## config.mk

```make
export PLATFORM = sky130hd
export DESIGN_NAME = kbs_ctrl
export DESIGN_NICKNAME = d
export VERILOG_FILES = /design/src/hdl/kbs_pkg.sv /design/src/hdl/kbs_ctrl.sv
export SDC_FILE = /design/constraint.sdc
export NUM_CORES = 1
export LEC_CHECK = 0
export ABC_AREA = 1
export BUFFER_PORTS_ARGS = -buffer_cell sky130_fd_sc_hd__buf_2
export CAP_MARGIN = 20
export CORE_MARGIN = 2
export CORE_UTILIZATION = 45
export DETAILED_ROUTE_END_ITERATION = 7
export PLACE_DENSITY = 0.77
export SLEW_MARGIN = 10
export SYNTH_ARGS = -nofsm -noshare
export SYNTH_HDL_FRONTEND = slang
export SYNTH_SLANG_ARGS = --single-unit
```

## constraint.sdc

```tcl
create_clock -name clk -period 1.2 [get_ports clk]
set_input_delay 0.24 -clock clk [delete_from_list [all_inputs] [get_ports clk]]
set_output_delay 0.24 -clock clk [all_outputs]
set_load 0.01 [all_outputs]
```

## src/hdl/kbs_pkg.sv

```systemverilog
// kbs_pkg: shared types, widths and helpers for the spline segment evaluator.
// No dependencies; referenced by every module of the block but kbs_div.

package kbs_pkg;

	// default number of steps per segment
	localparam int STEPS_DEF = 20;

	// field widths
	localparam int PW   = 12;   // control point coordinate
	localparam int CFGW = 16;   // tension, bias, continuity
	localparam int IDXW = 2;    // register index
	localparam int OUTW = 18;   // curve coordinate, 1/16 pixel

	// basis arithmetic
	localparam int FW   = 18;   // one Q1.14 factor, 16384 +/- register
	localparam int SBW  = 2 * FW;    // product of two factors
	localparam int AQW  = 3 * FW;    // product of three factors
	localparam int QRW  = 26;   // basis scalar in Q20
	localparam int CW   = 28;   // cubic coefficient in Q20
	localparam int PRW  = PW + 1 + CW;  // point times coefficient
	localparam int AW   = 44;   // weighted sum over four points
	localparam int DW   = 58;   // forward difference, full scale
	localparam int DSH  = 16;   // power-of-two part of the divisor
	localparam int NW   = DW - DSH;  // dividend width of the divider
	localparam int QW   = 44;   // integer part of running values

	localparam int UNIT_Q14 = 16384;
	localparam logic signed [CW-1:0] ONE_Q20 = CW'(1 << 20);
	localparam logic signed [CW-1:0] TWO_Q20 = CW'(2 << 20);
	localparam logic signed [CW-1:0] THR_Q20 = CW'(3 << 20);
	localparam logic signed [QW-1:0] OUT_HI  = QW'(131071);
	localparam logic signed [QW-1:0] OUT_LO  = QW'(-131072);

	// register indexes
	localparam logic [IDXW-1:0] CFG_TENSION    = 2'd0;
	localparam logic [IDXW-1:0] CFG_BIAS       = 2'd1;
	localparam logic [IDXW-1:0] CFG_CONTINUITY = 2'd2;

	typedef enum logic [3:0] {
		ST_IDLE,
		ST_PROD,
		ST_QMUL,
		ST_QRND,
		ST_CSET,
		ST_ACC,
		ST_DIFF,
		ST_DIV_GO,
		ST_DIV_WAIT,
		ST_LOAD,
		ST_EMIT
	} kbs_state_t;

	// controller to datapath
	typedef struct packed {
		logic            take_point;
		logic            prod;
		logic            qmul;
		logic            qrnd;
		logic            cset;
		logic            acc;
		logic            acc_first;
		logic [1:0]      acc_idx;
		logic            diff;
		logic            div_start;
		logic            div_store;
		logic [1:0]      div_sel;
		logic            emit_init;
		logic            emit_step;
		logic            emit_last;
	} kbs_cmd_t;

	// datapath to controller
	typedef struct packed {
		logic window_full;
		logic div_done;
		logic out_free;
	} kbs_sts_t;

	// round a three-factor product to Q20, ties up
	function automatic logic signed [QRW-1:0] round_q20(input logic signed [AQW-1:0] a);
		logic signed [AQW-1:0] t;
		t = a + AQW'(1 << 22);
		return $signed(t[QRW+22:23]);
	endfunction

	// clamp to the output range
	function automatic logic signed [OUTW-1:0] sat_out(input logic signed [QW-1:0] v);
		logic signed [QW-1:0] c;
		c = v;
		if (v > OUT_HI)
			c = OUT_HI;
		if (v < OUT_LO)
			c = OUT_LO;
		return $signed(c[OUTW-1:0]);
	endfunction

endpackage

```

## src/hdl/kbs_ctrl.sv

```systemverilog
// kbs_ctrl: sequencer for one segment: basis, sums, divisions, emission.
// Depends on kbs_pkg for the state type and the command/status words.

module kbs_ctrl #(
	parameter int STEPS = kbs_pkg::STEPS_DEF
) (
	input  logic               clk,
	input  logic               arst_n,
	input  logic               in_valid,
	output logic               in_stall,
	output kbs_pkg::kbs_cmd_t  cmd,
	input  kbs_pkg::kbs_sts_t  sts
);

	import kbs_pkg::*;

	localparam int KW = $clog2(STEPS + 1);

	kbs_state_t      state_q;
	kbs_state_t      state_d;
	logic [1:0]      acc_cnt_q;
	logic [1:0]      div_cnt_q;
	logic [KW-1:0]   k_q;
	logic            last_k;

	assign last_k = (k_q == KW'(STEPS));

	// next state
	always_comb begin
		state_d = state_q;
		unique case (state_q)
			ST_IDLE: begin
				if (in_valid && sts.window_full)
					state_d = ST_PROD;
			end
			ST_PROD:  state_d = ST_QMUL;
			ST_QMUL:  state_d = ST_QRND;
			ST_QRND:  state_d = ST_CSET;
			ST_CSET:  state_d = ST_ACC;
			ST_ACC: begin
				if (acc_cnt_q == 2'd3)
					state_d = ST_DIFF;
			end
			ST_DIFF:   state_d = ST_DIV_GO;
			ST_DIV_GO: state_d = ST_DIV_WAIT;
			ST_DIV_WAIT: begin
				if (sts.div_done)
					state_d = (div_cnt_q == 2'd2) ? ST_LOAD : ST_DIV_GO;
			end
			ST_LOAD: state_d = ST_EMIT;
			ST_EMIT: begin
				if (sts.out_free && last_k)
					state_d = ST_IDLE;
			end
			default: state_d = ST_IDLE;
		endcase
	end

	// outputs
	always_comb begin
		cmd           = '0;
		cmd.acc_idx   = acc_cnt_q;
		cmd.acc_first = (acc_cnt_q == 2'd0);
		cmd.div_sel   = div_cnt_q;
		cmd.emit_last = last_k;
		in_stall      = 1'b1;
		unique case (state_q)
			ST_IDLE: begin
				in_stall       = 1'b0;
				cmd.take_point = in_valid;
			end
			ST_PROD:     cmd.prod      = 1'b1;
			ST_QMUL:     cmd.qmul      = 1'b1;
			ST_QRND:     cmd.qrnd      = 1'b1;
			ST_CSET:     cmd.cset      = 1'b1;
			ST_ACC:      cmd.acc       = 1'b1;
			ST_DIFF:     cmd.diff      = 1'b1;
			ST_DIV_GO:   cmd.div_start = 1'b1;
			ST_DIV_WAIT: cmd.div_store = sts.div_done;
			ST_LOAD:     cmd.emit_init = 1'b1;
			ST_EMIT:     cmd.emit_step = sts.out_free;
			default: ;
		endcase
	end

	// state and counters
	always_ff @(posedge clk or negedge arst_n) begin
		if (!arst_n) begin
			state_q   <= ST_IDLE;
			acc_cnt_q <= '0;
			div_cnt_q <= '0;
			k_q       <= '0;
		end else begin
			state_q <= state_d;
			if (state_q == ST_ACC)
				acc_cnt_q <= acc_cnt_q + 2'd1;
			else
				acc_cnt_q <= '0;
			if (state_q == ST_IDLE)
				div_cnt_q <= '0;
			else if (state_q == ST_DIV_WAIT && sts.div_done)
				div_cnt_q <= div_cnt_q + 2'd1;
			if (state_q == ST_IDLE)
				k_q <= '0;
			else if (state_q == ST_EMIT && sts.out_free)
				k_q <= k_q + KW'(1);
		end
	end

endmodule

```

## Word level (Yosys, flattened, before mapping)

Index checks and enable logic that the tools add are counted.

| operators by class | value |
|---|---|
| muxes and demuxes | 23 |
| $add $sub $neg | 3 |
| equality and inequality tests | 17 |
| reduce and logical (&&, ||, !) cells | 9 |

Operators with widths:

| cell | count |
|---|---|
| one-hot mux 4 bit (11 select lines) | 1 |
| two-way mux 4 bit | 5 |
| equality test 4 x 3 -> 1 bit, second input constant | 4 |
| equality test 4 bit, second input constant | 3 |
| two-way mux 1 bit | 12 |
| two-way mux 5 bit | 2 |
| equality test 4 x 2 -> 1 bit, second input constant | 2 |
| != test 2 bit, second input constant | 4 |
| two-way mux 2 bit | 3 |
| adder 5 x 1 -> 5 bit, second input constant | 1 |
| equality test 5 bit, second input constant | 1 |
| adder 2 x 1 -> 2 bit, second input constant | 2 |
| equality test 2 bit, second input constant | 2 |
| equality test 4 x 1 -> 1 bit, second input constant | 1 |
| logical AND 1 bit | 4 |
| zero test 4 bit | 1 |
| AND reduction 4 bit | 1 |
| nonzero test 2 bit | 2 |
| zero test 2 bit | 1 |

| storage, ports and cells | value |
|---|---|
| bits of input ports | 6 |
| register bits after elaboration | 13 |

## Longest topological paths before layout

Gate-level depths: netlist (run 1).

| depth | value |
|---|---|
| depth after elaboration | 4 |
| depth in mapped cells | 10 |
| depth with buffers taken out | 10 |

## Least setup slack after synthesis (run 1)

No wires, ideal clock.

| timing path | value |
|---|---|
| path kind | reg2out |
| start point | reg state_q[3] |
| end point | out cmd[16] (netlist name) |
| path slack | -0.065 ns |
| buffers on the path | 0 |
| data arrival time | 1.025 ns |
| cell stages (with the launch flop) | 4 |
| data required time | 0.960 ns |
| cell sequence | dfrtp_1 -> nor2_1 -> nand2_2 -> nor2_1 |

RTL lines:

| what | line | RTL |
|---|---|---|
| start: declaration | kbs_ctrl.sv:19 | `kbs_state_t state_q;` |
| start signal: assignment | kbs_ctrl.sv:94 | `state_q <= state_d;` |
| end: declaration | kbs_ctrl.sv:11 | `output kbs_pkg::kbs_cmd_t cmd,` |

==> flow_metrics.py, run 1 <==
metrics = {
    "outcome": {
        "status": "finished, violations left",
        "violations": "negative setup slack",
    },
    "cells_and_area": {
        "final_core_util_pct": 88.02,
        "drive_above_1_share_pct": 67.01,
        "areaGrowthSynthToFinish_pct": 89.36,
        "stdcell_count": 221,
        "final_cell_mix": "buf_4 (28), buf_6 (18), nand2_1 (16), buf_2 (16), inv_1 (13)",
        "layout.nets": 206,
        "fillers": 91,
        "layout_commonest_cell": "buf_4",
        "multi_input_area_um2": 670.6,
        "n_antenna_cell": 0,
        "register_area_um2": 330.3,
    },
    "floorplanning": {
        "die_y_um": 48.56,
        "std_cell_rows": 16,
        "die-area_um2": 2358,
        "chipWidth_um": 48.56,
        "ios": 24,
        "start_util_pct": 46.48,
        "core_um2": 1922,
    },
    "worst_setup_path": {
        "crit_required_ns": 0.96,
        "timing.rr.end": "k_q[3]$_DFFE_PN0P_",
        "cp-start-kind": "flop",
        "ff2ff_path_depth": 9,
        "crit_fanout": 3,
        "worstPathArrival_ns": 1.35,
        "worst-r2r-setup-slack_ns": -0.28,
        "endpoint_kind": "primary output",
        "r2r_start": "state_q[0]$_DFFE_PN0P_",
        "critical_path_class": "reg2out",
    },
    "synth": {
        "syn_avg_cell_area_um2": 6.979,
        "yosysSeqAreaShare_pct": 36.41,
        "ys_ff_latch": 13,
        "yosysWarnings": 0,
        "synthCells": 128,
        "syn-cell-area_um2": 893.4,
        "syn-num-nets": 139,
        "synthDistinctLibCells": 22,
    },
    "timing": {
        "timing.final.ws_setup_ns": -0.3922,
        "rsz0062_at_grt": "yes",
        "slew_violations": 0,
        "worst_pin_slew_ns": 0.3083,
        "fin_tns_setup_ns": -6.698,
        "period_needed_ns": 1.592,
        "finalSetupViolCount": 28,
        "fmax_mhz": 628.1,
        "finalHoldViolCount": 0,
        "max_slew_margin_pct": 79.45,
        "post-route-period-util_pct": 132.7,
        "finClkSkew_ns": 0.002618,
    },
    "placed_design": {
        "pre_cts_ws_ns": -0.09270,
        "portBuffers": 23,
        "dpl.cell_count": 196,
        "dp.final_hpwl_um": 1698,
        "place.gp.congestion": 0.8732,
    },
    "drt": {
        "met2_length_um": 1950,
        "wl_met3_um": 141,
        "wl_um": 3727,
        "num_vias": 1138,
        "wl_per_cell_um": 16.86,
        "maxUsedRoutingLayer": "met4",
        "drc": 0,
        "drt-met1-wl_um": 1504,
        "drt_pre_antenna_iters": 4,
        "vias_per_cell": 5.149,
        "drtAntennaViolNets": 0,
        "drt_iter0_drc": 29,
    },
    "pwr": {
        "ir_drop_mv": 1.532,
        "p_total_w": 0.003785,
        "power.density_nw_per_um2": 2237,
        "power_leakage_nw": 0.9096,
    },
    "run": {
        "cap_violations": 0,
    },
    "global_routing": {
        "grt_pass1_vias": 1042,
        "grt_max_degree": 14,
        "grt_remaining_overflow": 0,
        "grt_pass1_wl_um": 4491,
        "grt_antenna_before_repair": 0,
        "grt_usage_pct": 24.83,
    },
    "clocking": {
        "cts_buffers": 3,
        "insertion_delay_ns": 0.29,
        "cts.sinks": 13,
        "cts.path.max_buffers": 2,
        "tritoncts": "built",
        "cts_max_level": 1,
        "clk_pin_slew_ns": 0.08,
        "cts_root_buffer": "clkbuf_4",
    },
    "hold_path": {
        "hold_path_class": "in2async",
    },
}
cell families (layout without fill, tap and decap cells):
family / count (synthesis) / after routing / share of synthesized area [%]
AOI/OAI and AO/OA: 10 / 10 / 6.021
xor gates and xnor gates: 1 / 1 / 0.9806
adders and majority gates: 5 / 5 / 7.003
buffers and inverters: 31 / 97 / 13.58
DFF: 13 / 13 / 36.41
and+or+nand+nor: 68 / 68 / 35.99
report_power, final:
group	internal, W	leakage (nW)	total (W)	switching, W
clock	0.000130	0.0150	0.000289	0.000159
combinational	0.00133	0.723	0.00278	0.00145
sequential	0.000538	0.171	0.000717	0.000179
how the worst max path moves through the flow:
stage | from | endpoint | slack (ns) | cells after the start
3_5_place_dp | state_q[2]$_DFFE_PN0P_ | div_cnt_q[0]$_DFFE_PN0P_ | -0.09 | 7
6_report | state_q[0]$_DFFE_PN0P_ | cmd[7] | -0.39 | 6
3_3_place_gp | state_q[2]$_DFFE_PN0P_ | cmd[1] | -0.06 | 6
4_1_cts | state_q[0]$_DFFE_PN0P_ | cmd[7] | -0.29 | 6
5_1_grt | state_q[0]$_DFFE_PN0P_ | cmd[7] | -0.43 | 6
2_1_floorplan | state_q[2]$_DFFE_PN0P_ | cmd[5] | 0.01 | 5
metrics by stage:
stage                     hold WS [ns]  area [um^2]
after floorplan               -0.05559        898.4
after global placement          0.1366         1182
after detailed placement        0.1401         1182
after CTS                       0.3398         1401
after global routing            0.3660         1692
final                           0.3500         1692
critical path, stage by stage, from the launching register on:
cell and delay, ns:
dfrtp_2 0.47, inv_4 0.11, nand2_2 0.09, inv_2 0.12, nand2_2 0.09, inv_1 0.06
buf_2 0.12
state kept, by name, indices dropped and copies added (netlist names):
signal     cells
acc_cnt_q      2
div_cnt_q      2
k_q            5
state_q        4
routing by layer:
metal | track usage, % | up-vias
li1 | - | 528
met1 | 25.50 | 552
met2 | 48.61 | 45
met3 | 2.778 | 13
met4 | 13.33 | 0
met5 | 0 | -
what timing repair did:
item	4_1_cts	5_1_grt
gates resized for setup	34	59
setup buffers	8	14
endpoints found under the hold margin	13	0
endpoints found under the setup margin	26	28
pin swaps	10	19
hold buffers	1	0
final cells by class:
cell class	count	share of cell area (%)
timing repair buffer	63	29.73
tap	27	1.997
inverter	30	7.544
clock buffer	4	1.553
multi-input combinational	84	39.65
sequential	13	19.53
cells in the mapped netlist (all sizes together):
library cell	number	share of area, %
a21oi	3	1.7
buf	1	0.84
clkinv	1	0.56
dfrtp	13	36
ha	5	7.0
inv	29	12
nand2	31	14
nand3	15	9.0
nand3b	1	0.84
nand4	1	0.70
nor2	17	9.4
nor3	3	1.7
o21ai	7	4.3
xor2	1	0.98
Power figures use the tool's default switching activity.
==> run 2, diff against run 1 <==
ABC_AREA = unset   (was 1)
PLACE_DENSITY = 0.71   (was 0.77)
==> run 2 against run 1 <==
Net effect:
- the flow now stops in global routing (5_1_grt)
- synthesized area rose by 1.1%
- synthesized cell count fell by 23%
==> flow_metrics.py, run 2 <==
metrics = {
    "synth": {
        "ys_top_cells_by_count": "dfrtp_1 (13), nor2_1 (13), inv_1 (7), nand2_1 (7), nor3_1 (7)",
        "ys.flop_type": "dfrtp_1",
        "synth_area_leaders": "dfrtp_1 (36%), ha_1 (6.9%), nor2_1 (5.4%)",
        "synth_area_leader_cell": "dfrtp_1",
        "ys_ff_latch": 13,
        "syn-num-nets": 110,
        "yosys.area.top_type_share_pct": 36.01,
        "yosysWarnings": 0,
        "yosysSeqAreaShare_pct": 36.01,
        "synthDistinctLibCells": 39,
        "synthCells": 99,
        "syn_avg_cell_area_um2": 9.125,
        "synth_edf_count": 0,
        "syn-cell-area_um2": 903.4,
        "synth-async-reset-ratio_pct": 100.0,
    },
    "timing": {
        "worst_endpoint_kind": "top-level output",
        "crit_endpoint": "in_stall",
    },
    "floorplanning": {
        "ios": 24,
        "chipWidth_um": 48.81,
        "die_y_um": 48.81,
        "start_util_pct": 47.01,
        "std_cell_rows": 16,
    },
    "placed_design": {
        "dpl.cell_count": 174,
        "pre_cts_ws_ns": -0.3775,
        "dpl-instance-area_um2": 1313,
        "portBuffers": 23,
        "place.gp.congestion": 0.7612,
        "dp.final_hpwl_um": 1710,
    },
    "outcome": {
        "lastStage": "global routing (5_1_grt)",
        "error": "[ERROR DPL-0033] detailed placement checks failed during check placement.",
        "status": "stopped before the end",
    },
    "clocking": {
        "cts_buffers": 3,
        "cts_root_buffer": "clkbuf_4",
        "cts.sinks": 13,
        "cts.path.max_buffers": 2,
        "cts_max_level": 1,
    },
    "global_routing": {
        "grt_antenna_before_repair": 0,
        "grt_max_degree": 14,
    },
}
run 2: changes by cell type after synthesis, moves of 3 or more:
cell | previous run | this run
and2_1 | 0 | 4
inv_1 | 28 | 7
nand2_1 | 28 | 7
nand2b_1 | 0 | 3
nand3_1 | 14 | 2
nor2_2 | 5 | 0
nor3_1 | 3 | 7
o21ai_1 | 3 | 0
run 2: logic make-up after synthesis:
group	share of synthesized area [%]
muxes	1.246
buffers and inverters	8.172
xor gates and xnor gates	4.849
DFF	36.01
AOI/OAI and AO/OA	11.64
and+or+nand+nor	31.16
adders and majority gates	6.925
run 2: stage by stage:
stage	utilization, %	TNS, ns
CTS	88.80	-10.67
floorplan	-	-3.196
detailed placement	68.29	-5.105
global placement	68.29	-4.781
run 2: what timing repair did:
item                                    4_1_cts
endpoints found under the setup margin       27
cloned                                        0
endpoints found under the hold margin        13
gates resized for setup                      52
pin swaps                                    28
hold buffers                                  1
setup buffers                                20
==> run 3, diff against run 2 <==
CORE_AREA = 2 2 63 65   (was unset)
CORE_MARGIN = unset   (was 2)
CORE_UTILIZATION = unset   (was 45)
DIE_AREA = 0 0 65 67   (was unset)
PLACE_DENSITY = unset   (was 0.71)
PLACE_DENSITY_LB_ADDON = 0.15   (was unset)
clock period = 1.6 ns   (was 1.2 ns; I/O delays follow)
==> run 3 against run 2 <==
Net effect:
- synthesized cell count unchanged
- the flow now finishes, with violations (negative setup slack)
- synthesized area did not move
==> flow_metrics.py, run 3 <==
metrics = {
    "worst_setup_path": {
        "timing.rr.end": "div_cnt_q[1]$_DFFE_PN0P_",
        "worstPathArrival_ns": 1.51,
        "ff2ff_path_depth": 5,
        "r2r_start": "state_q[2]$_DFFE_PN0P_",
        "endpoint_kind": "primary output",
        "cp-start-kind": "flop",
        "crit_fanout": 3,
        "critical_path_class": "reg2out",
        "crit_required_ns": 1.28,
        "worst-r2r-setup-slack_ns": -0.04,
    },
    "timing": {
        "timing.final.ws_setup_ns": -0.2261,
        "worst_pin_slew_ns": 0.3293,
        "slew_violations": 0,
        "fmax_mhz": 547.6,
        "rsz0062_at_grt": "yes",
        "period_needed_ns": 1.826,
        "finalHoldViolCount": 0,
        "max_slew_margin_pct": 78.05,
        "post-route-period-util_pct": 114.1,
        "finClkSkew_ns": 0.0008609,
        "holdWs_ns": 0.4236,
        "finalSetupViolCount": 12,
    },
    "drt": {
        "drt_iter0_drc": 21,
        "vias_per_cell": 4.401,
        "wl_um": 2402,
        "drc": 0,
        "drt_pre_antenna_iters": 3,
        "num_vias": 867,
        "wl_per_cell_um": 12.19,
        "drtAntennaViolNets": 0,
    },
    "cells_and_area": {
        "layout.nets": 161,
        "final_cell_mix": "buf_6 (17), buf_4 (17), buf_2 (16)",
        "areaGrowthSynthToFinish_pct": 67.59,
        "multi_input_area_um2": 619.3,
        "register_area_um2": 326.6,
        "largest_reg_flops": 5,
        "n_antenna_cell": 0,
        "final_core_util_pct": 41.98,
        "fillers": 377,
        "regMostFlops": "k_q",
        "drive_above_1_share_pct": 59.06,
        "reg.largest.list": "k_q x5, state_q x4",
    },
    "clocking": {
        "cts.path.max_buffers": 2,
        "cts.sinks": 13,
        "cts_root_buffer": "clkbuf_8",
        "tritoncts": "built",
        "cts_buffers": 3,
        "insertion_delay_ns": 0.24,
        "cts_max_level": 1,
        "clk_pin_slew_ns": 0.06,
    },
    "pwr": {
        "power_leakage_nw": 0.7287,
        "p_sw_w": 0.001036,
        "intPower_w": 0.001636,
        "swShare_pct": 38.77,
        "ir_drop_mv": 0.7905,
        "power.density_nw_per_um2": 1765,
        "clockPowerShare_pct": 10.8,
        "seq_power_share_pct": 18.8,
        "p_comb_share_pct": 70.4,
    },
    "floorplanning": {
        "start_util_pct": 25.05,
        "core_um2": 3606,
        "ios": 24,
        "chipWidth_um": 65,
        "std_cell_rows": 22,
        "die-area_um2": 4355,
        "die_y_um": 67,
    },
    "global_routing": {
        "grt_pass1_vias": 846,
        "grt_usage_pct": 11.48,
        "grt_remaining_overflow": 0,
        "grt_antenna_before_repair": 0,
        "grt_pass1_wl_um": 3808,
        "grt_max_degree": 14,
    },
    "placed_design": {
        "dp.final_hpwl_um": 1635,
        "place.gp.congestion": 0.7632,
        "portBuffers": 23,
    },
    "synth": {
        "synthDistinctLibCells": 39,
        "yosysSeqAreaShare_pct": 36.01,
        "yosys.area.top_type_share_pct": 36.01,
        "synth-async-reset-ratio_pct": 100.0,
        "synth_area_leader_cell": "dfrtp_1",
        "ys.flop_type": "dfrtp_1",
        "ys_top_cells_by_count": "dfrtp_1 (13), nor2_1 (13), inv_1 (7), nand2_1 (7), nor3_1 (7)",
        "synthCells": 99,
        "synth_edf_count": 0,
        "syn-cell-area_um2": 903.4,
        "syn-num-nets": 110,
        "syn_avg_cell_area_um2": 9.125,
        "yosysWarnings": 0,
        "ys_ff_latch": 13,
        "synth_area_leaders": "dfrtp_1 (36%), ha_1 (6.9%), nor2_1 (5.4%)",
    },
    "hold_path": {
        "min_to": "k_q[1]$_DFFE_PN0P_",
        "whs_path_depth": 3,
        "hold_start": "sts[0]",
        "hold_path_class": "in2reg",
    },
    "outcome": {
        "status": "finished, violations left",
        "violations": "negative setup slack",
    },
    "run": {
        "cap_violations": 0,
    },
}
run 3: cell counts after synthesis:
Identical to the previous run, type by type.
run 3: kinds of logic (layout without fill, tap and decap cells):
group	count (synthesis)	count (layout)	synth area share (%)
adder cells (fa/ha/maj)	5	5	6.925
flip-flops	13	13	36.01
buffers and inverters	15	65	8.172
multiplexers	1	1	1.246
XOR/XNOR	5	5	4.849
AO/OA/AOI/OAI	13	13	11.64
AND/OR/NAND/NOR	47	47	31.16
run 3: worst max-delay path by stage:
stage | start | endpoint | slack [ns] | cells after the start
global route | state_q[3]$_DFFE_PN0P_ | cmd[16] | -0.27 | 5
finish | state_q[2]$_DFFE_PN0P_ | cmd[5] | -0.23 | 4
detailed placement | state_q[3]$_DFFE_PN0P_ | state_q[0]$_DFFE_PN0P_ | -0.07 | 4
floorplan | state_q[3]$_DFFE_PN0P_ | state_q[0]$_DFFE_PN0P_ | -0.007 | 4
CTS | state_q[2]$_DFFE_PN0P_ | cmd[5] | -0.22 | 4
global placement | state_q[3]$_DFFE_PN0P_ | state_q[0]$_DFFE_PN0P_ | -0.004 | 4
run 3: metrics by stage:
stage	setup TNS, ns	cells	area (um^2)	setup WS [ns]	total power (W)
2_1_floorplan	-0.007406	99	903.4	-0.007406	0.001284
3_3_place_gp	-0.003568	180	1171	-0.003568	0.001781
3_5_place_dp	-0.07959	180	1171	-0.06506	0.001791
4_1_cts	-1.288	191	1358	-0.2199	0.002370
5_1_grt	-2.030	197	1514	-0.2746	0.002876
6_report	-1.209	197	1514	-0.2261	0.002672
run 3: power groups by stage:
stage	Sequential [W]	Combinational [W]	Clock, W
after floorplan	0.000501	0.000783	0
after global placement	0.000501	0.00128	0
after detailed placement	0.000506	0.00128	0
after CTS	0.000498	0.00157	0.000302
after global routing	0.000519	0.00204	0.000322
final	0.000503	0.00188	0.000288
run 3: repair_timing:
item / 4_1_cts / 5_1_grt
pin swaps: 12 / 11
setup buffers: 7 / 6
setup endpoints to repair: 12 / 18
endpoints found under the hold margin: 13 / 0
hold buffers: 1 / 0
resized for setup: 17 / 29
run 3: per-layer routing:
layer  routed length, um  up-vias  GRT usage [%]
li1                    -      437              -
met5                   0        -              0
met1                1074      409          13.89
met3                  97        2          2.196
met2                1214       19          20.62
met4                  15        0          3.191
run 3: critical path: stages, from the launching register on:
cell and delay (ns):
dfrtp_1 0.41, nand2b_4 0.15, or4b_4 0.55, inv_2 0.07, buf_6 0.09
run 3: cell type report:
class | count | share of cell area (%)
inverter | 9 | 2.231
multi-input combinational | 71 | 40.91
clock buffer | 4 | 2.975
tap | 48 | 3.967
timing repair buffer | 52 | 28.35
sequential | 13 | 21.57
